File: config.mk
export PLATFORM = sky130hd
export DESIGN_NAME = ppid_back
export DESIGN_NICKNAME = d
export VERILOG_FILES = /design/src/rtl/ppid_pkg.sv /design/src/rtl/ppid_back.sv
export SDC_FILE = /design/constraint.sdc
export NUM_CORES = 2
export LEC_CHECK = 0
export ABC_AREA = 0
export BUFFER_PORTS_ARGS = -buffer_cell sky130_fd_sc_hd__buf_2
export CAP_MARGIN = 20
export CORE_MARGIN = 2
export CORE_UTILIZATION = 41
export DETAILED_ROUTE_END_ITERATION = 16
export GPL_ROUTABILITY_DRIVEN = 0
export GPL_TIMING_DRIVEN = 1
export PLACE_DENSITY_LB_ADDON = 0.1
export SYNTH_ARGS = -nofsm -noshare
export SYNTH_HDL_FRONTEND = slang
export SYNTH_SLANG_ARGS = --single-unit
File: constraint.sdc
create_clock -name clk -period 21.7 [get_ports clk]
set_input_delay 2.17 -clock clk [delete_from_list [all_inputs] [get_ports clk]]
set_output_delay 2.17 -clock clk [all_outputs]
set_load 0.01 [all_outputs]
File: src/rtl/ppid_pkg.sv
// ----------------------------------------------------------------------------
// ppid_pkg
// shared constants and register codes of the pair proximity interval detector
// ----------------------------------------------------------------------------
package ppid_pkg;

	localparam int ID_BITS_DEF      = 16;
	localparam int TIME_BITS_DEF    = 32;
	localparam int POS_BITS_DEF     = 24;
	localparam int LIMIT_BITS       = 52;
	localparam int CFG_INDEX_BITS   = 8;
	localparam int QUEUE_DEPTH_LOG2 = 2;

	// configuration register indexes
	typedef enum logic [CFG_INDEX_BITS-1:0] {
		REG_FIRST_ID   = 8'd0,
		REG_SECOND_ID  = 8'd1,
		REG_DIST_LIMIT = 8'd2
	} cfg_reg_t;

endpackage

File: src/rtl/ppid_back.sv
// ----------------------------------------------------------------------------
// ppid_back
// squared distance, threshold compare and interval tracking
// ----------------------------------------------------------------------------
module ppid_back #(
	parameter int TIME_BITS = ppid_pkg::TIME_BITS_DEF,
	parameter int POS_BITS  = ppid_pkg::POS_BITS_DEF,
	localparam int DIFF_BITS  = POS_BITS + 1,
	localparam int ENTRY_BITS = 3 * DIFF_BITS + 2 * TIME_BITS
) (
	input  logic                            clk,
	input  logic                            arst_n,
	input  logic                            req_valid,
	input  logic [ENTRY_BITS-1:0]           req_data,
	output logic                            req_pop,
	input  logic [ppid_pkg::LIMIT_BITS-1:0] distance_sq_limit,
	output logic                            m_tvalid,
	input  logic                            m_tready,
	output logic [2*TIME_BITS-1:0]          m_tdata
);

	localparam int SQ_BITS  = 2 * POS_BITS;
	localparam int SUM_BITS = SQ_BITS + 2;
	localparam int CMP_BITS = (SUM_BITS > ppid_pkg::LIMIT_BITS) ? SUM_BITS
		: ppid_pkg::LIMIT_BITS;

	logic                           back_en;
	logic signed [DIFF_BITS-1:0]    diff [3];
	logic signed [2*DIFF_BITS-1:0]  prod [3];
	logic [TIME_BITS-1:0]           now_max, before_min;

	logic                 valid_s1;
	logic [SQ_BITS-1:0]   sq_s1 [3];
	logic [TIME_BITS-1:0] now_max_s1, before_min_s1;

	logic                 open_q;
	logic [TIME_BITS-1:0] start_q;
	logic                 out_valid_q;
	logic [TIME_BITS-1:0] out_start_q, out_end_q;

	logic [SUM_BITS-1:0]  dist_sum;
	logic                 close;
	logic                 emit;

	assign back_en = !out_valid_q || m_tready;
	assign req_pop = back_en && req_valid;

	always_comb begin
		for (int i = 0; i < 3; i++) begin
			diff[i] = signed'(req_data[i*DIFF_BITS +: DIFF_BITS]);
			prod[i] = diff[i] * diff[i];
		end
	end
	assign now_max    = req_data[3*DIFF_BITS +: TIME_BITS];
	assign before_min = req_data[3*DIFF_BITS + TIME_BITS +: TIME_BITS];

	always_ff @(posedge clk or negedge arst_n) begin
		if (!arst_n)
			valid_s1 <= 1'b0;
		else if (back_en)
			valid_s1 <= req_valid;
	end

	// |diff| stays below 2**POS_BITS, so the square fits SQ_BITS
	always_ff @(posedge clk) begin
		if (back_en) begin
			for (int i = 0; i < 3; i++)
				sq_s1[i] <= prod[i][SQ_BITS-1:0];
			now_max_s1    <= now_max;
			before_min_s1 <= before_min;
		end
	end

	assign dist_sum = {2'b00, sq_s1[0]} + {2'b00, sq_s1[1]} + {2'b00, sq_s1[2]};
	assign close    = CMP_BITS'(dist_sum) <= CMP_BITS'(distance_sq_limit);
	assign emit     = valid_s1 && !close && open_q && (before_min_s1 >= start_q);

	always_ff @(posedge clk or negedge arst_n) begin
		if (!arst_n) begin
			open_q      <= 1'b0;
			start_q     <= '0;
			out_valid_q <= 1'b0;
		end else if (back_en) begin
			out_valid_q <= emit;
			if (valid_s1) begin
				if (close) begin
					if (!open_q) begin
						open_q  <= 1'b1;
						start_q <= now_max_s1;
					end
				end else begin
					open_q  <= 1'b0;
					start_q <= '0;
				end
			end
		end
	end

	always_ff @(posedge clk) begin
		if (back_en && emit) begin
			out_start_q <= start_q;
			out_end_q   <= before_min_s1;
		end
	end

	assign m_tvalid = out_valid_q;
	assign m_tdata  = {out_end_q, out_start_q};

endmodule

==> impl_metrics.yaml <==
outcome:
  status: "completed"
global_routing:
  grtUsageMet3_pct: 1.98
  antenna_found_initial: 13
  grt_util_met1_pct: 30.3
  grt_pass1_vias: 54673
  grt_use_total_pct: 22.1
  busiest_layer: "met2"
  grtUsageMet2_pct: 37.8
  gr-total-overflow: 0
  grt_pass1_wl_mm: 317
  grt_max_degree: 65
setup_path:
  critical_path_class: "in -> reg"
  cp_top_family: "adder cells"
  cpMaxStageDelayCell: "buf_2"
  critPathBufInv: 6
  cp-end-kind: "register"
  worstPathRequired_ps: 21990
  slowest_delay_ps: 550
  cpMostUsedCell: "fa_1"
  worst-path-max-fanout: 22
  arrival_ps: 10140
  worstSetupStartpointType: "input port"
placed_design:
  portBuffers: 260
  post-dp-hpwl_mm: 165
synthesis:
  avgSynthCellArea_um2: 10.1
  synth-seq-area-share_pct: 12.0
  yosys_most_used_dff: "edfxtp_1"
  yosysUniqueCellTypes: 75
  synthArstFlopShare_pct: 11.5
  synthesis.area_mm2: 0.0749
  synth_edf_count: 269
  synth_cells: 7416
  yosysWarnings: 0
  synth-seq-cells: 304
timing:
  setup_viol: 0
  drv_slew: 0
  worstMarginPinSlew_ps: 1100
  tns_ps: 0
  skew_ps: 24.3
  period_share_pct: 45.4
  finalHoldViolCount: 0
  final.min_clock_period_ps: 9850
  max_freq_mhz: 102
  rsz0062_at_grt: "no"
  maxSlewHeadroom_pct: 26.3
die:
  dieArea_mm2: 0.186
  die_height_um: 431
  die_w_um: 431
  start_util_pct: 41.3
  rows: 156
  core_area_mm2: 0.181
  ioPinCount: 261
clock_network:
  cts_setup_buffers: 0
  path_clk_slew_ps: 60
  htree_levels: 2
  cts_tree: "done"
  cts_resized: 0
  cts_max_path_buffers: 3
  clock-sinks: 304
  root_buffer: "clkbuf_16"
  ctsHoldBuffers: 0
  clkLatencyLatePin_ps: 570
  numCtsBuffers: 37
final_layout:
  final_common_cell: "inv_1"
  drive_gt1_share_pct: 4.77
  mostFrequentLayoutCells: "inv_1 (2141), fa_1 (1820), nand2_1 (646)"
  areaGrowthSynthToFinish_pct: 6.47
  nNetsFinal: 10110
run:
  maxCapViolCount: 0
drt:
  postRouteWirelength_mm: 198
  ant_nets: 0
  vias_per_cell: 4.90
  drcViolationCount: 0
  vias: 48625
  routedWlPerCell_um: 20.0
  drtIter0Drc: 2522
  firstDrtPassIters: 5
worst_hold_path:
  min_path_type: "reg -> reg"
[cell families (layout without fill, tap and decap cells)]
family,count (synthesis),count (layout),synth area share [%]
simple gates,1471,1471,9.53
compound gates,652,652,5.62
fa+ha+maj,2392,2392,58.2
other cells,1,8,0.00501
xor+xnor,242,242,2.83
mux,6,6,0.0819
buf+inv,2348,2482,11.8
flops,304,304,12.0
[flip-flops by register name, indices dropped and copies added (netlist names)]
| register | cells |
|---|---|
| sq_s1 | 141 |
| valid_s1 | 1 |
| m_tvalid | 1 |
| before_min_s1 | 32 |
| open_q | 1 |
| start_q | 32 |
| out_start_q | 32 |
| out_end_q | 32 |
| now_max_s1 | 32 |
[final cells by class]
| type | instances | area (µm²) |
|---|---|---|
| diodes | 6 | 15.0 |
| inverters | 2141 | 8040 |
| flip-flops and latches | 304 | 8950 |
| clock buffers | 45 | 987 |
| clock inverters | 22 | 220 |
| fillers | 17769 | 101000 |
| repair buffers | 274 | 1410 |
| well taps | 2370 | 2970 |
| multi-input cells | 4765 | 57200 |
[synthesized netlist by cell type, types with 4 or more instances]
master,n,area (µm²)
a21oi_1,224,1120
nand3_1,33,165
nor4_1,4,25.0
a311oi_1,5,43.8
nand3b_1,7,52.6
o21bai_1,38,285
nor2_1,174,653
a211oi_1,16,120
and2_1,370,2310
nand4_1,36,225
nor3_1,25,125
mux2i_1,5,50.1
o31a_1,5,43.8
nor2b_1,74,463
xor2_1,61,534
xnor2_1,181,1590
ha_1,572,7160
dfrtp_1,35,876
fa_1,1820,36400
inv_1,2141,8040
edfxtp_1,269,8080
a221oi_1,6,52.6
o21ai_0,93,465
a31oi_1,21,131
o211ai_1,12,90.1
a221o_1,6,60.1
and3_1,26,163
clkbuf_1,198,743
a211o_1,4,35.0
o22ai_1,4,25.0
nand2b_1,43,269
a21o_1,141,1060
and4_1,8,70.1
buf_1,6,22.5
or2_2,9,56.3
o21a_1,27,203
o31ai_1,4,30.0
a31o_2,4,35.0
nand2_1,646,2420
or3_1,5,31.3
[final timing paths]
check                            startpoint             to  slack, ps  depth (start not counted)
setup / recovery               req_data[54]  sq_s1[0][142]      11850                         25
hold / removal             before_min_s1[0]   out_end_q[0]        450                          0
setup reg to reg                sq_s1[0][7]   out_end_q[4]      13590                         24
hold reg to reg            before_min_s1[0]   out_end_q[0]        450                          0
max in group asynchronous            arst_n     start_q[3]      19410                          1
min in group asynchronous            arst_n    start_q[20]       1720                          1
[metal layers]
layer / vias to the layer above / part of all wire [%]
met5: - / 0.058
met4: 14 / 2.8
met3: 205 / 3.7
met2: 950 / 49
met1: 25276 / 44
li1: 22180 / -
[through the flow]
| stage | cells | setup WS [ps] | area (µm²) | util, % | hold slack (ps) |
|---|---|---|---|---|---|
| 2_1_floorplan | 7417 | 11390 | 74900 | - | 426 |
| 3_3_place_gp | 9854 | 11320 | 78500 | 43.3 | 438 |
| 3_5_place_dp | 9854 | 11340 | 78500 | 43.3 | 444 |
| 4_1_cts | 9921 | 11910 | 79700 | 44.0 | 452 |
| 5_1_grt | 9923 | 11540 | 79700 | 44.0 | 471 |
| 6_report | 9927 | 11850 | 79700 | 44.0 | 450 |
Power is left out: the tool's default activity adds up to more than one toggle a clock period on the data nets, which glitch-free logic cannot reach.
