<file path="config.mk">
export PLATFORM = sky130hd
export DESIGN_NAME = ppid_front
export DESIGN_NICKNAME = d
export VERILOG_FILES = /design/src/rtl/ppid_pkg.sv /design/src/rtl/ppid_front.sv
export SDC_FILE = /design/constraint.sdc
export NUM_CORES = 1
export LEC_CHECK = 0
export ABC_AREA = 1
export ABC_CLOCK_PERIOD_IN_PS = 12400
export BUFFER_PORTS_ARGS = -buffer_cell sky130_fd_sc_hd__buf_4
export CAP_MARGIN = 30
export CORE_ASPECT_RATIO = 1.75
export CORE_UTILIZATION = 45
export CTS_CLUSTER_DIAMETER = 150
export DETAILED_ROUTE_END_ITERATION = 10
export PLACE_DENSITY = 0.68
export SETUP_SLACK_MARGIN = 0.02
export SLEW_MARGIN = 20
export SYNTH_ARGS = -nofsm -noshare
export SYNTH_HDL_FRONTEND = slang
export SYNTH_SLANG_ARGS = --single-unit
export TNS_END_PERCENT = 10
</file>
<file path="constraint.sdc">
create_clock -name clk -period 12.4 [get_ports clk]
set_clock_uncertainty 0.05 [all_clocks]
set_input_delay 3.72 -clock clk [delete_from_list [all_inputs] [get_ports clk]]
set_output_delay 3.72 -clock clk [all_outputs]
set_load 0.005 [all_outputs]
</file>
<file path="src/rtl/ppid_pkg.sv">
// ----------------------------------------------------------------------------
// ppid_pkg
// shared constants and register codes of the pair proximity interval detector
// ----------------------------------------------------------------------------
package ppid_pkg;

	localparam int ID_BITS_DEF      = 16;
	localparam int TIME_BITS_DEF    = 32;
	localparam int POS_BITS_DEF     = 24;
	localparam int LIMIT_BITS       = 52;
	localparam int CFG_INDEX_BITS   = 8;
	localparam int QUEUE_DEPTH_LOG2 = 2;

	// configuration register indexes
	typedef enum logic [CFG_INDEX_BITS-1:0] {
		REG_FIRST_ID   = 8'd0,
		REG_SECOND_ID  = 8'd1,
		REG_DIST_LIMIT = 8'd2
	} cfg_reg_t;

endpackage

</file>
<file path="src/rtl/ppid_front.sv">
// ----------------------------------------------------------------------------
// ppid_front
// per-object sample tracking and distance request building
// ----------------------------------------------------------------------------
module ppid_front #(
	parameter int ID_BITS   = ppid_pkg::ID_BITS_DEF,
	parameter int TIME_BITS = ppid_pkg::TIME_BITS_DEF,
	parameter int POS_BITS  = ppid_pkg::POS_BITS_DEF,
	localparam int DIFF_BITS  = POS_BITS + 1,
	localparam int ENTRY_BITS = 3 * DIFF_BITS + 2 * TIME_BITS
) (
	input  logic                  clk,
	input  logic                  arst_n,
	input  logic                  accept,
	input  logic [ID_BITS-1:0]    object_id,
	input  logic [TIME_BITS-1:0]  sample_time,
	input  logic [POS_BITS-1:0]   pos_x,
	input  logic [POS_BITS-1:0]   pos_y,
	input  logic [POS_BITS-1:0]   pos_z,
	input  logic [ID_BITS-1:0]    first_object_id,
	input  logic [ID_BITS-1:0]    second_object_id,
	output logic                  req_push,
	output logic [ENTRY_BITS-1:0] req_data
);

	logic                 seen_first_q, seen_second_q;
	logic [TIME_BITS-1:0] first_now_q, first_before_q;
	logic [TIME_BITS-1:0] second_now_q, second_before_q;
	logic [POS_BITS-1:0]  first_pos_q [3];
	logic [POS_BITS-1:0]  second_pos_q [3];

	logic                 hit_first, hit_second;
	logic                 seen_first_d, seen_second_d;
	logic [TIME_BITS-1:0] first_now_d, first_before_d;
	logic [TIME_BITS-1:0] second_now_d, second_before_d;
	logic [POS_BITS-1:0]  in_pos [3];
	logic [POS_BITS-1:0]  first_pos_d [3];
	logic [POS_BITS-1:0]  second_pos_d [3];
	logic [DIFF_BITS-1:0] diff [3];
	logic [TIME_BITS-1:0] now_max, before_min;

	assign hit_first  = (object_id == first_object_id);
	assign hit_second = !hit_first && (object_id == second_object_id);

	assign in_pos[0] = pos_x;
	assign in_pos[1] = pos_y;
	assign in_pos[2] = pos_z;

	always_comb begin
		seen_first_d    = seen_first_q | hit_first;
		seen_second_d   = seen_second_q | hit_second;
		first_now_d     = hit_first ? sample_time : first_now_q;
		first_before_d  = hit_first ? first_now_q : first_before_q;
		second_now_d    = hit_second ? sample_time : second_now_q;
		second_before_d = hit_second ? second_now_q : second_before_q;
		for (int i = 0; i < 3; i++) begin
			first_pos_d[i]  = hit_first ? in_pos[i] : first_pos_q[i];
			second_pos_d[i] = hit_second ? in_pos[i] : second_pos_q[i];
			diff[i] = {first_pos_d[i][POS_BITS-1], first_pos_d[i]}
				- {second_pos_d[i][POS_BITS-1], second_pos_d[i]};
		end
		now_max    = (first_now_d > second_now_d) ? first_now_d : second_now_d;
		before_min = (first_before_d < second_before_d) ? first_before_d : second_before_d;
	end

	// only a tracked sample with both objects known asks for a comparison
	assign req_push = accept && (hit_first || hit_second) && seen_first_d && seen_second_d;
	assign req_data = {before_min, now_max, diff[2], diff[1], diff[0]};

	always_ff @(posedge clk or negedge arst_n) begin
		if (!arst_n) begin
			seen_first_q    <= 1'b0;
			seen_second_q   <= 1'b0;
			first_now_q     <= '0;
			first_before_q  <= '0;
			second_now_q    <= '0;
			second_before_q <= '0;
		end else if (accept) begin
			seen_first_q    <= seen_first_d;
			seen_second_q   <= seen_second_d;
			first_now_q     <= first_now_d;
			first_before_q  <= first_before_d;
			second_now_q    <= second_now_d;
			second_before_q <= second_before_d;
		end
	end

	always_ff @(posedge clk) begin
		if (accept) begin
			for (int i = 0; i < 3; i++) begin
				first_pos_q[i]  <= first_pos_d[i];
				second_pos_q[i] <= second_pos_d[i];
			end
		end
	end

endmodule

</file>
==> impl_metrics.tcl <==
set metrics [dict create \
    syn_area_um2 18410 \
    max_freq_mhz 84.24 \
    antenna_found_initial 4 \
    status "complete, no violations" \
    start_util_pct 45.82 \
    yosys.area.top_type "edfxtp_1" \
    worst-path-buf-inv 4 \
    drcViolationCount 0 \
    ys_ff_latch 274 \
    nFillCells 3779 \
    grt_pass1_vias 16797 \
    power_density_nw_per_um2 103.5 \
    maxCapViolations 0 \
    clockBufferDepth 3 \
    vias 16684 \
    syn_nets 2698 \
    dpl.cell_count 3172 \
    num_rows 97 \
    postRouteAntennaNets 0 \
    yosys_warnings 0 \
    cts-resized-gates 0 \
    first_iter_violations 927 \
    start_kind "primary input" \
    hold_buffers 0 \
    post_drt_wl_per_cell_um 16.17 \
    crit_family "simple AND/OR/NAND/NOR gates" \
    power_leakage_nw 11.39 \
    path_clk_slew_ps 70 \
    instances_no_fill 3229 \
    synth_area_leaders "edfxtp_1 23%, dfrtp_1 18%, nand2_1 15%, o21ai_0 11%, ha_1 9.2%" \
    clk_latency_ps 550 \
    drt_pass1_iterations 5 \
    cts.htree.levels 1 \
    min_from "seen_first_q$_DFFE_PN0P_" \
    synth_area_per_cell_um2 7.653 \
    dp_hpwl_um 38440 \
    grt_pass1_wl_um 83810 \
    postCtsSetupBuffers 0 \
    cts_buffers 28 \
    grt_util_all_layers_pct 25.02 \
    cp_common_cell "o21ai_0" \
    hold_path.class "flip-flop to flip-flop" \
    seq_area_frac_synth_pct 41.17 \
    grt_overflow 0 \
    synthTopCellsByCount "737 x nand2_1, 393 x o21ai_0, 299 x inv_1" \
    dieWidth_um 154.9 \
    synth.top_cell.area_share_pct 23.49 \
    irDropWorstVdd_v 0.00009129 \
    async_flop_share_pct 47.45 \
    final_max_slew_viol_count 0 \
    core_area_um2 40170 \
    report.final.hold_viol_count 0 \
    area.growth.synth_to_final_pct 21.15 \
    synthCells 2405 \
    crit_path_end_kind "output port" \
    postRouteWirelength_um 52220 \
    synth_edf_count 144 \
    io_buffer_count 294 \
    finalPower_w 0.002308 \
    layout.nets 2953 \
    min_period_over_period_pct 95.73 \
    synth_cell_types 42 \
    path_class "primary input to output port" \
    yosysMostFrequentCell "nand2_1" \
    root_buffer "clkbuf_16" \
    gp_congestion 0.9375 \
    cp.arrival_ps 8100 \
    tns_ps 0 \
    relSlewSlack_pct 38.74 \
    crit_start "first_object_id[3]" \
    die_h_um 269.5 \
    r2r-start "second_pos_q[0][25]$_DFFE_PP_" \
    synth-main-ff-cell "edfxtp_1" \
    worst_pin_slew_ps 918.9 \
    grt_setup_unrepaired "no" \
    cpPeakStageDelay_ps 460 \
    via_per_inst 5.167 \
    ios 295 \
    dieArea_um2 41750 \
    critPathSlowestCell "fa_1" \
    holdWs_ps 403.4 \
    required_ps 8630 \
    cts_sinks 274 \
    drive_above_1_share_pct 18.27 \
    finalSetupViolations 0 \
    finalCriticalPeriod_ps 11870 \
    cts_tree "yes" \
    cp_max_fo 22 \
    path_cells "buf_4 > xor2_1 > nor2_1 > nand2_1 > nor2_2 > nand2_8 > nand2_4 > inv_2 > or2_2 > o21ai_0 > inv_1 > fa_1 > o21ai_0 > a21oi_1 > nor4_1 > nor2_1 > o21ai_0 > nand2_1 > o21ai_0 > a21oi_1 > a21oi_1 > buf_4" \
    grt_max_degree 109 \
]
## cell type report
cell class                 count  area [um^2]  share of cell area [%]
tap                          544        680.7                   3.052
timing repair buffer         326         2586                   11.60
clock buffer                  34        789.5                   3.541
multi-input combinational   1725         9311                   41.76
inverter                     305         1145                   5.134
sequential                   274         7577                   33.98
antenna                        3        7.507                 0.03367
clock inverter                18        201.4                  0.9034
## kinds of logic (layout without fill, tap and decap cells)
family          after synthesis  count (layout)  share of synthesized area (%)
fa+ha+maj                   138             138                          9.503
flops                       274             274                          41.17
buf+inv                     406             683                          8.449
other cells                   0               3                              0
compound gates              532             532                          15.13
simple gates                979             979                          22.13
xor+xnor                     76              76                          3.616
## cell usage in the layout (no fill, tap or decap), types with 2 or more instances in the layout
cell,count
o211ai_1,3
dfrtp_1,130
or2_2,98
o221ai_1,7
clkbuf_16,30
inv_1,299
a21boi_0,3
nand2_4,5
o21a_1,2
clkinv_2,6
buf_4,316
bufinv_16,4
xor2_1,41
nor2_2,2
clkinv_1,3
o21bai_1,3
nand3_1,55
nor3_1,9
a21oi_1,96
nor2_1,55
nor4_1,5
o21ai_0,393
buf_12,6
xnor2_1,35
o2111ai_1,2
inv_2,5
diode_2,3
fa_1,3
a21o_1,6
edfxtp_1,144
a211oi_1,8
clkinv_4,3
a31oi_1,3
ha_1,135
clkbuf_8,2
nand2_1,735
clkinvlp_2,2
nand4_1,10
buf_16,3
## worst reg2reg max path, delay by kind of cell, from the launching register on
family	cells	cell delay (ps)
AO/OA/AOI/OAI	1	120
buffers and inverters	1	150
flip-flops	1	370
AND/OR/NAND/NOR	1	320
## stage by stage
stage          instance area, um^2  setup WS, ps  utilization [%]
2_1_floorplan                18410          1703                -
3_3_place_gp                 21220         595.5            52.82
3_5_place_dp                 21250         534.3            52.89
4_1_cts                      22240         520.8            55.35
5_1_grt                      22300         155.4            55.51
6_report                     22300         529.2            55.51
## flip-flops by register name (all words and copies together) (netlist names)
| name | flops |
|---|---|
| seen_first_q | 1 |
| first_now_q | 32 |
| seen_second_q | 1 |
| second_pos_q | 72 |
| second_before_q | 32 |
| second_now_q | 32 |
| first_pos_q | 72 |
| first_before_q | 32 |
## power by group
group          switching, W  total, W  internal (W)  leakage (nW)
sequential       0.00000600  0.000996      0.000990          3.22
clock              0.000375  0.000911      0.000536         0.486
combinational      0.000212  0.000400      0.000188          7.69
## per-layer routing
layer | wire length [um] | GRT usage [%] | vias up | part of all wire (%)
met2 | 27470 | 46.93 | 479 | 53
met4 | 2273 | 11.44 | 2 | 4.4
li1 | - | - | 8351 | -
met1 | 19560 | 27.07 | 7723 | 37
met5 | 13 | 0 | - | 0.025
met3 | 2892 | 3.873 | 129 | 5.5
## worst paths after layout
kind | to | slack, ps | cells past startpoint
worst max-delay path | req_data[49] | 530 | 22
worst min-delay path | seen_first_q$_DFFE_PN0P_ | 400 | 2
worst max register to register | second_pos_q[0][25]$_DFFE_PP_ | 11120 | 3
worst min register to register | seen_first_q$_DFFE_PN0P_ | 400 | 2
max in group asynchronous | first_before_q[10]$_DFFE_PN0P_ | 7960 | 3
min in group asynchronous | first_before_q[27]$_DFFE_PN0P_ | 3160 | 1
No activity file was read; power rests on OpenSTA's default activity.
