===== config.mk =====
export PLATFORM = sky130hd
export DESIGN_NAME = ppid_queue
export DESIGN_NICKNAME = d
export VERILOG_FILES = /design/src/rtl/ppid_pkg.sv /design/src/rtl/ppid_queue.sv
export SDC_FILE = /design/constraint.sdc
export NUM_CORES = 1
export LEC_CHECK = 0
export ABC_AREA = 1
export CAP_MARGIN = 0
export CORE_MARGIN = 1.5
export CORE_UTILIZATION = 47
export CTS_CLUSTER_SIZE = 40
export DETAILED_ROUTE_END_ITERATION = 6
export DONT_BUFFER_PORTS = 1
export GPL_TIMING_DRIVEN = 0
export HOLD_SLACK_MARGIN = 0.06
export SYNTH_ARGS = -nofsm -noshare
export SYNTH_HDL_FRONTEND = slang
export SYNTH_SLANG_ARGS = --single-unit

===== constraint.sdc =====
create_clock -name clk -period 1.25 [get_ports clk]
set_input_delay 0.0625 -clock clk [delete_from_list [all_inputs] [get_ports clk]]
set_output_delay 0.0625 -clock clk [all_outputs]
set_load 0.1 [all_outputs]

===== src/rtl/ppid_pkg.sv =====
// ----------------------------------------------------------------------------
// ppid_pkg
// shared constants and register codes of the pair proximity interval detector
// ----------------------------------------------------------------------------
package ppid_pkg;

	localparam int ID_BITS_DEF      = 16;
	localparam int TIME_BITS_DEF    = 32;
	localparam int POS_BITS_DEF     = 24;
	localparam int LIMIT_BITS       = 52;
	localparam int CFG_INDEX_BITS   = 8;
	localparam int QUEUE_DEPTH_LOG2 = 2;

	// configuration register indexes
	typedef enum logic [CFG_INDEX_BITS-1:0] {
		REG_FIRST_ID   = 8'd0,
		REG_SECOND_ID  = 8'd1,
		REG_DIST_LIMIT = 8'd2
	} cfg_reg_t;

endpackage


===== src/rtl/ppid_queue.sv =====
// ----------------------------------------------------------------------------
// ppid_queue
// small request queue between the front and the back part
// ----------------------------------------------------------------------------
module ppid_queue #(
	parameter int WIDTH      = 8,
	parameter int DEPTH_LOG2 = ppid_pkg::QUEUE_DEPTH_LOG2
) (
	input  logic             clk,
	input  logic             arst_n,
	input  logic             push,
	input  logic [WIDTH-1:0] push_data,
	output logic             full,
	input  logic             pop,
	output logic             not_empty,
	output logic [WIDTH-1:0] pop_data
);

	localparam int DEPTH = 1 << DEPTH_LOG2;
	localparam logic [DEPTH_LOG2:0] DEPTH_CNT = (DEPTH_LOG2 + 1)'(DEPTH);

	logic [WIDTH-1:0]      mem_q [DEPTH];
	logic [DEPTH_LOG2-1:0] wr_ptr_q;
	logic [DEPTH_LOG2-1:0] rd_ptr_q;
	logic [DEPTH_LOG2:0]   count_q;

	assign full      = (count_q == DEPTH_CNT);
	assign not_empty = (count_q != '0);
	assign pop_data  = mem_q[rd_ptr_q];

	always_ff @(posedge clk or negedge arst_n) begin
		if (!arst_n) begin
			wr_ptr_q <= '0;
			rd_ptr_q <= '0;
			count_q  <= '0;
		end else begin
			if (push)
				wr_ptr_q <= wr_ptr_q + 1'b1;
			if (pop)
				rd_ptr_q <= rd_ptr_q + 1'b1;
			if (push && !pop)
				count_q <= count_q + 1'b1;
			else if (pop && !push)
				count_q <= count_q - 1'b1;
		end
	end

	always_ff @(posedge clk) begin
		if (push)
			mem_q[wr_ptr_q] <= push_data;
	end

endmodule


==> results of run 1 <==
## cells in the final DEF, fill, tap and decap left out, types with 2 or more instances in the layout
cell	count
dfrtp_1	3
edfxtp_1	32
o211ai_1	15
dlygate4sd3_1	12
nand2_4	13
dfrtp_2	4
nand2_2	2
buf_4	5
inv_2	2
clkinvlp_4	4
buf_6	2
inv_1	19
xor2_1	3
inv_4	3
clkbuf_4	5
buf_8	3
nand2_1	23
ha_4	4
## cells by family after synthesis
logic type,synth area share
adders and majority gates,0.0483
buffers and inverters,0.0952
DFF,0.665
AOI/OAI and AO/OA,0.0761
and+or+nand+nor,0.0952
xor gates and xnor gates,0.0205
## timing repair
item                                   in CTS  in global routing
setup endpoints to repair                  43                 44
hold buffers                               12                  1
cloned                                      0                  1
gates resized for setup                    39                 12
setup buffers                               5                  2
endpoints found under the hold margin      43                  1
pin swaps                                  24                 18
## how the worst max path moves through the flow
stage	startpoint	to	slack (ns)	cells past startpoint
2_1_floorplan	count_q[0]	full	-0.07	1
3_3_place_gp	wr_ptr_q[0]	mem_q[0][1]	-0.11	4
3_5_place_dp	wr_ptr_q[0]	mem_q[0][1]	-0.12	4
4_1_cts	count_q[2]	full	-0.41	2
5_1_grt	rd_ptr_q[0]	pop_data[6]	-0.49	4
6_report	count_q[0]	full	-0.41	1
## sequential cells by signal, indices dropped and copies added, names as in the netlist
register and flops:
mem_q 32, count_q 3, rd_ptr_q 2, wr_ptr_q 2
## final cells by class
type / count / share of cell area
sequential: 39 / 0.504
multi-input combinational: 69 / 0.258
timing repair buffer: 20 / 0.0912
inverter: 28 / 0.0564
buffer: 6 / 0.0293
tap: 46 / 0.0254
clock inverter: 3 / 0.0193
clock buffer: 5 / 0.0166
## through the flow
step | util | setup TNS, ns | cell area [um2] | std cells | setup WS (ns)
finish | 0.663 | -4.03 | 2260 | 216 | -0.409
CTS | 0.640 | -4.49 | 2190 | 213 | -0.415
detailed placement | 0.526 | -3.05 | 1800 | 188 | -0.123
floorplan | - | -0.0709 | 1740 | 142 | -0.0709
global placement | 0.526 | -2.66 | 1800 | 188 | -0.109
global route | 0.663 | -6.83 | 2260 | 216 | -0.486
## metal layers
| metal | vias to the layer above | global-route usage |
|---|---|---|
| li1 | 523 | - |
| met1 | 502 | 0.202 |
| met2 | 25 | 0.324 |
| met3 | 6 | 0.0768 |
| met4 | 0 | 0.0625 |
| met5 | - | 0 |
==> key figures, run 1 <==
Floorplan
  – Die height: 63.3 um
  – Row count: 21
  – Core Area: 0.00342 mm2
  – Die Wd: 63.3 um
  – Die ar.: 0.00401 mm2
  – I/O pin count: 22
  – Starting Density: 0.500

Outcome
  – Status: finished with violations
  – Violated checks: negative setup slack

Layout
  – Layout area overhead: 32.5%
  – Fillers: 252
  – Layout cell share with drive strength beyond 1: 0.341
  – Register area: 0.00114 mm2
  – Fin nets: 187
  – Area of the multi-input gates: 584 um2
  – # diodes: 0

Place
  – Gpl congestion: 0.712
  – Dpl hpwl: 1910 um
  – # port buffers: 0

Detailed routing
  – Metal2 WL: 1700 um
  – DRT iter0 DRCs: 64
  – Post-detailed-route count of antenna-violating nets: 0
  – Per-cell routed wire length: 14.9 um
  – DR WL met3: 180 um
  – Top Layer Used: met4
  – 1st-pass router iterations: 4
  – Vias: 1056
  – Drt via density: 4.89
  – Total wire length: 3210 um
  – Residual DRC: 0
  – Met1 WL: 1280 um

STA
  – Final setup violating endpoints: 35
  – F_max: 0.603 GHz
  – Tmin final: 1.66 ns
  – Unrepaired setup endpoints after global routing: true
  – Slew Limit Fails: 0
  – Clock skew: 0.0172 ns
  – Final Hold Vio Count: 0
  – Worst relative slew slack: 0.345
  – Final worst slack: -0.409 ns
  – Final period util: 1.33
  – Least-Margin Pin Slew: 0.980 ns
  – Hold slack final: 0.0931 ns

Clock tree
  – Clk sinks: 39
  – CTS tree: built
  – CTS Root Cell: clkbuf_4
  – Htree depth: 2
  – Clk slew on worst S/H paths: 0.13 ns
  – Clock Latency Late Sink: 0.35 ns
  – Clock buffer depth: 2
  – Total CTS buffers: 5

Hold path
  – Worst Hold Depth: 2
  – Worst hold start: push
  – Hold Path Class: input port to register
  – Hold EP: wr_ptr_q[0]

Yosys
  – Mapped Nets: 160
  – Distinct cell type count after synthesis: 19
  – Seq/Total Area, Yosys: 0.665
  – Synth top area share: 0.562
  – Cell Area, Synth: 0.00171 mm2
  – Syn avg cell area: 12.0 um2
  – Post-Synthesis Cells: 142
  – Largest cells by area after synthesis: edfxtp_1 56%, dfrtp_1 10%, nand2_1 8.3%, o211ai_1 6.6%, inv_1 5.9%
  – Post-synth EDFFs: 32
  – Post-synth top cells: 38 x nand2_1, 32 x edfxtp_1, 27 x inv_1, 15 x o211ai_1, 7 x dfrtp_1
  – Count leader, synth: nand2_1
  – YS warnings: 0
  – Leading area contributor after synthesis: edfxtp_1
  – Async S/R FF share, synth: 0.179
  – Ys flop type: edfxtp_1
  – Synth Register Bits: 39

Global route
  – Grt ovf: 0
  – GRT Total Usage: 0.185
  – Pin count of the biggest net entering global routing: 14
  – Initial antenna violation count: 0
  – Vias in the first global route: 1100
  – First-pass GRT wire length: 5310 um

Worst setup path
  – Critical path buffers and inverters: 0
  – R2R cell count: 4
  – Crit path kind: register to primary output
  – CP startpoint kind: register
  – CP required: 1.19 ns
  – Element type at the critical path end: primary output
  – Crit path DAT: 1.60 ns
  – RR Endpoint: mem_q[0][7]
  – CP max stage delay: 0.76 ns
  – FF-to-FF setup slack: -0.05 ns
  – Critical path's top delay family: simple AND/OR/NAND/NOR gates
  – R2r startpoint: wr_ptr_q[1]
  – Max FO, Critical Path: 4
  – Crit-path cells: nor3_4
  – Slowest cell on crit path: nor3_4

Flow run
  – Max_cap viols: 0
Power of run 1 is not shown: default switching activity piles up to over one toggle a cycle in this logic, so the estimate is an artifact.
==> run 2: changes to the inputs <==
CORE_UTILIZATION = 35   (was 47)
==> run 2 against run 1 <==
Compared with the run above: the flow still finishes with violations (negative setup slack); clock skew decreased by 0.012 ns; count of clock-buffer cells in the layout increased by 3; via count increased by 2.6%; sequential cell count unchanged; wire length increased by 7.3%; critical path type unchanged; worst setup slack improved by 0.062 ns; global-route usage decreased by 4.4 points; worst hold slack got worse by 0.0054 ns; final cell count increased by 9.3%; critical path depth increased by 1.
==> key figures, run 2 (same netlist as run 1, synthesis figures left out) <==
Outcome
  – Status: finished with violations
  – Violated checks: negative setup slack

Clock tree
  – Htree depth: 2 (unchanged)
  – Clk sinks: 39 (unchanged)
  – Clock buffer depth: 2 (unchanged)
  – Clock Latency Late Sink: 0.29 ns (-0.06 ns)
  – Total CTS buffers: 5 (unchanged)
  – CTS Root Cell: clkbuf_8
  – CTS tree: built
  – Clk slew on worst S/H paths: 0.07 ns (-0.06 ns)

Worst setup path
  – Max FO, Critical Path: 2 (-2)
  – Critical path buffers and inverters: 1 (+1)
  – Crit path DAT: 1.53 ns (-0.07 ns)
  – CP max stage delay: 0.81 ns (+0.05 ns)
  – Crit-path cells: inv_2, nor3_4
  – Critical path's top delay family: simple AND/OR/NAND/NOR gates
  – Element type at the critical path end: primary output
  – CP startpoint kind: register
  – Slowest cell on crit path: nor3_4
  – CP required: 1.19 ns (about the same)
  – Crit path kind: register to primary output

Global route
  – Met1 Use GR: 0.156 (-0.0459)
  – Grt ovf: 0 (unchanged)
  – First-pass GRT wire length: 5420 um (+2.1%)
  – Global routing usage on met2: 0.255 (-0.0696)
  – Initial antenna violation count: 0 (unchanged)
  – GRT Total Usage: 0.141 (-0.0437)
  – Vias in the first global route: 1124 (+2.2%)
  – Met3 Use GR: 0.0525 (-0.0243)
  – Global routing's busiest layer: met2
  – Pin count of the biggest net entering global routing: 12 (-2)

STA
  – F_max: 0.626 GHz (+3.9%)
  – Least-Margin Pin Slew: 0.986 ns (+0.00599 ns)
  – Final setup violating endpoints: 27 (-23%)
  – Clock skew: 0.00531 ns (-0.0119 ns)
  – Worst relative slew slack: 0.341 (-0.00401)
  – Tmin final: 1.60 ns (-0.0620 ns)
  – Final worst slack: -0.347 ns (+0.0620 ns)
  – Final Hold Vio Count: 0 (unchanged)
  – Slew Limit Fails: 0 (unchanged)
  – Final period util: 1.28 (-0.0496)
  – Unrepaired setup endpoints after global routing: true

Layout
  – # diodes: 0 (unchanged)
  – Final core occ: 0.483 (-0.180)
  – Layout cell share with drive strength beyond 1: 0.337 (-0.00390)
  – Leading cell type in the layout, fill and taps excluded: edfxtp_1
  – Biggest regs: mem_q x32, count_q x3
  – Max reg flops: 32 (unchanged)
  – Layout area overhead: 33.5%
  – Largest register by flop count: mem_q
  – Commonest cells after routing, fill and taps aside: 32 x edfxtp_1, 21 x nand2_1, 19 x inv_1
  – Fin nets: 186 (-0.53%)

Floorplan
  – Die Wd: 72.9 um (+15%)
  – Row count: 25 (+19%)
  – Starting Density: 0.362 (-0.139)
  – I/O pin count: 22 (unchanged)
  – Die height: 72.9 um (+15%)
  – Core Area: 0.00472 mm2 (+38%)
  – Die ar.: 0.00531 mm2 (+33%)

Flow run
  – Max_cap viols: 0 (unchanged)

Detailed routing
  – DRT iter0 DRCs: 57 (-11%)
  – Vias: 1083 (+2.6%)
  – Per-cell routed wire length: 14.6 um (-1.8%)
  – Residual DRC: 0 (unchanged)
  – Post-detailed-route count of antenna-violating nets: 0 (unchanged)
  – 1st-pass router iterations: 4 (unchanged)
  – Drt via density: 4.59 (-6.1%)
  – Total wire length: 3440 um (+7.3%)

Place
  – Worst slack, placed: -0.125 ns (-0.00224 ns)
  – Dpl hpwl: 2140 um (+12%)
  – # port buffers: 0 (unchanged)
  – Gpl congestion: 0.752 (+5.7%)

Hold path
  – Hold Path Class: input port to register
## run 2: worst paths after layout
path                       slack, ns  cells past startpoint         end  startpoint
max in group asynchronous       0.86                      1  count_q[0]      arst_n
min reg2reg                     0.52                      2  count_q[2]  count_q[2]
max                            -0.35                      2        full  count_q[2]
min                             0.09                      3  count_q[1]        push
max reg2reg                    -0.16                      7  count_q[2]  count_q[1]
min in group asynchronous       0.11                      1  count_q[2]      arst_n
## run 2: layout make-up
cell class,instances,area [um2]
buffer,6,66.3
tap,67,83.8
multi-input combinational,69,584
timing repair buffer,19,201
sequential,39,1140
fill,406,2440
inverter,28,125
clock buffer,8,80.1
## run 2: per-layer routing
metal,share of wire,wire [um]
met3,0.051,174
met1,0.39,1360
met4,0.0055,19
met2,0.55,1890
met5,0,0
## run 2: repair_timing
item | in CTS | in global routing
cloned | 1 | 0
endpoints found under the hold margin | 42 | 0
buffers inserted | 7 | 0
hold buffers | 11 | 0
setup endpoints to repair | 43 | 44
pin swaps | 23 | 8
resized for setup | 39 | 13
## run 2: worst reg2reg max path: stages, from the launching register on
cell	delay [ns]
dfrtp_2	0.43
buf_6	0.13
buf_6	0.11
fa_2	0.36
inv_2	0.07
nand2_2	0.06
nand4_1	0.08
nand2_1	0.06
## run 2: through the flow
step	hold WS (ns)	cell area, um2	setup TNS, ns	instances
finish	0.0877	2280	-3.15	236
global route	0.0899	2280	-5.21	236
CTS	0.0654	2220	-3.07	236
detailed placement	-0.233	1820	-3.01	209
global placement	-0.233	1820	-2.09	209
floorplan	-0.233	1740	-0.0709	142
Power of run 2 is left out for the same reason.
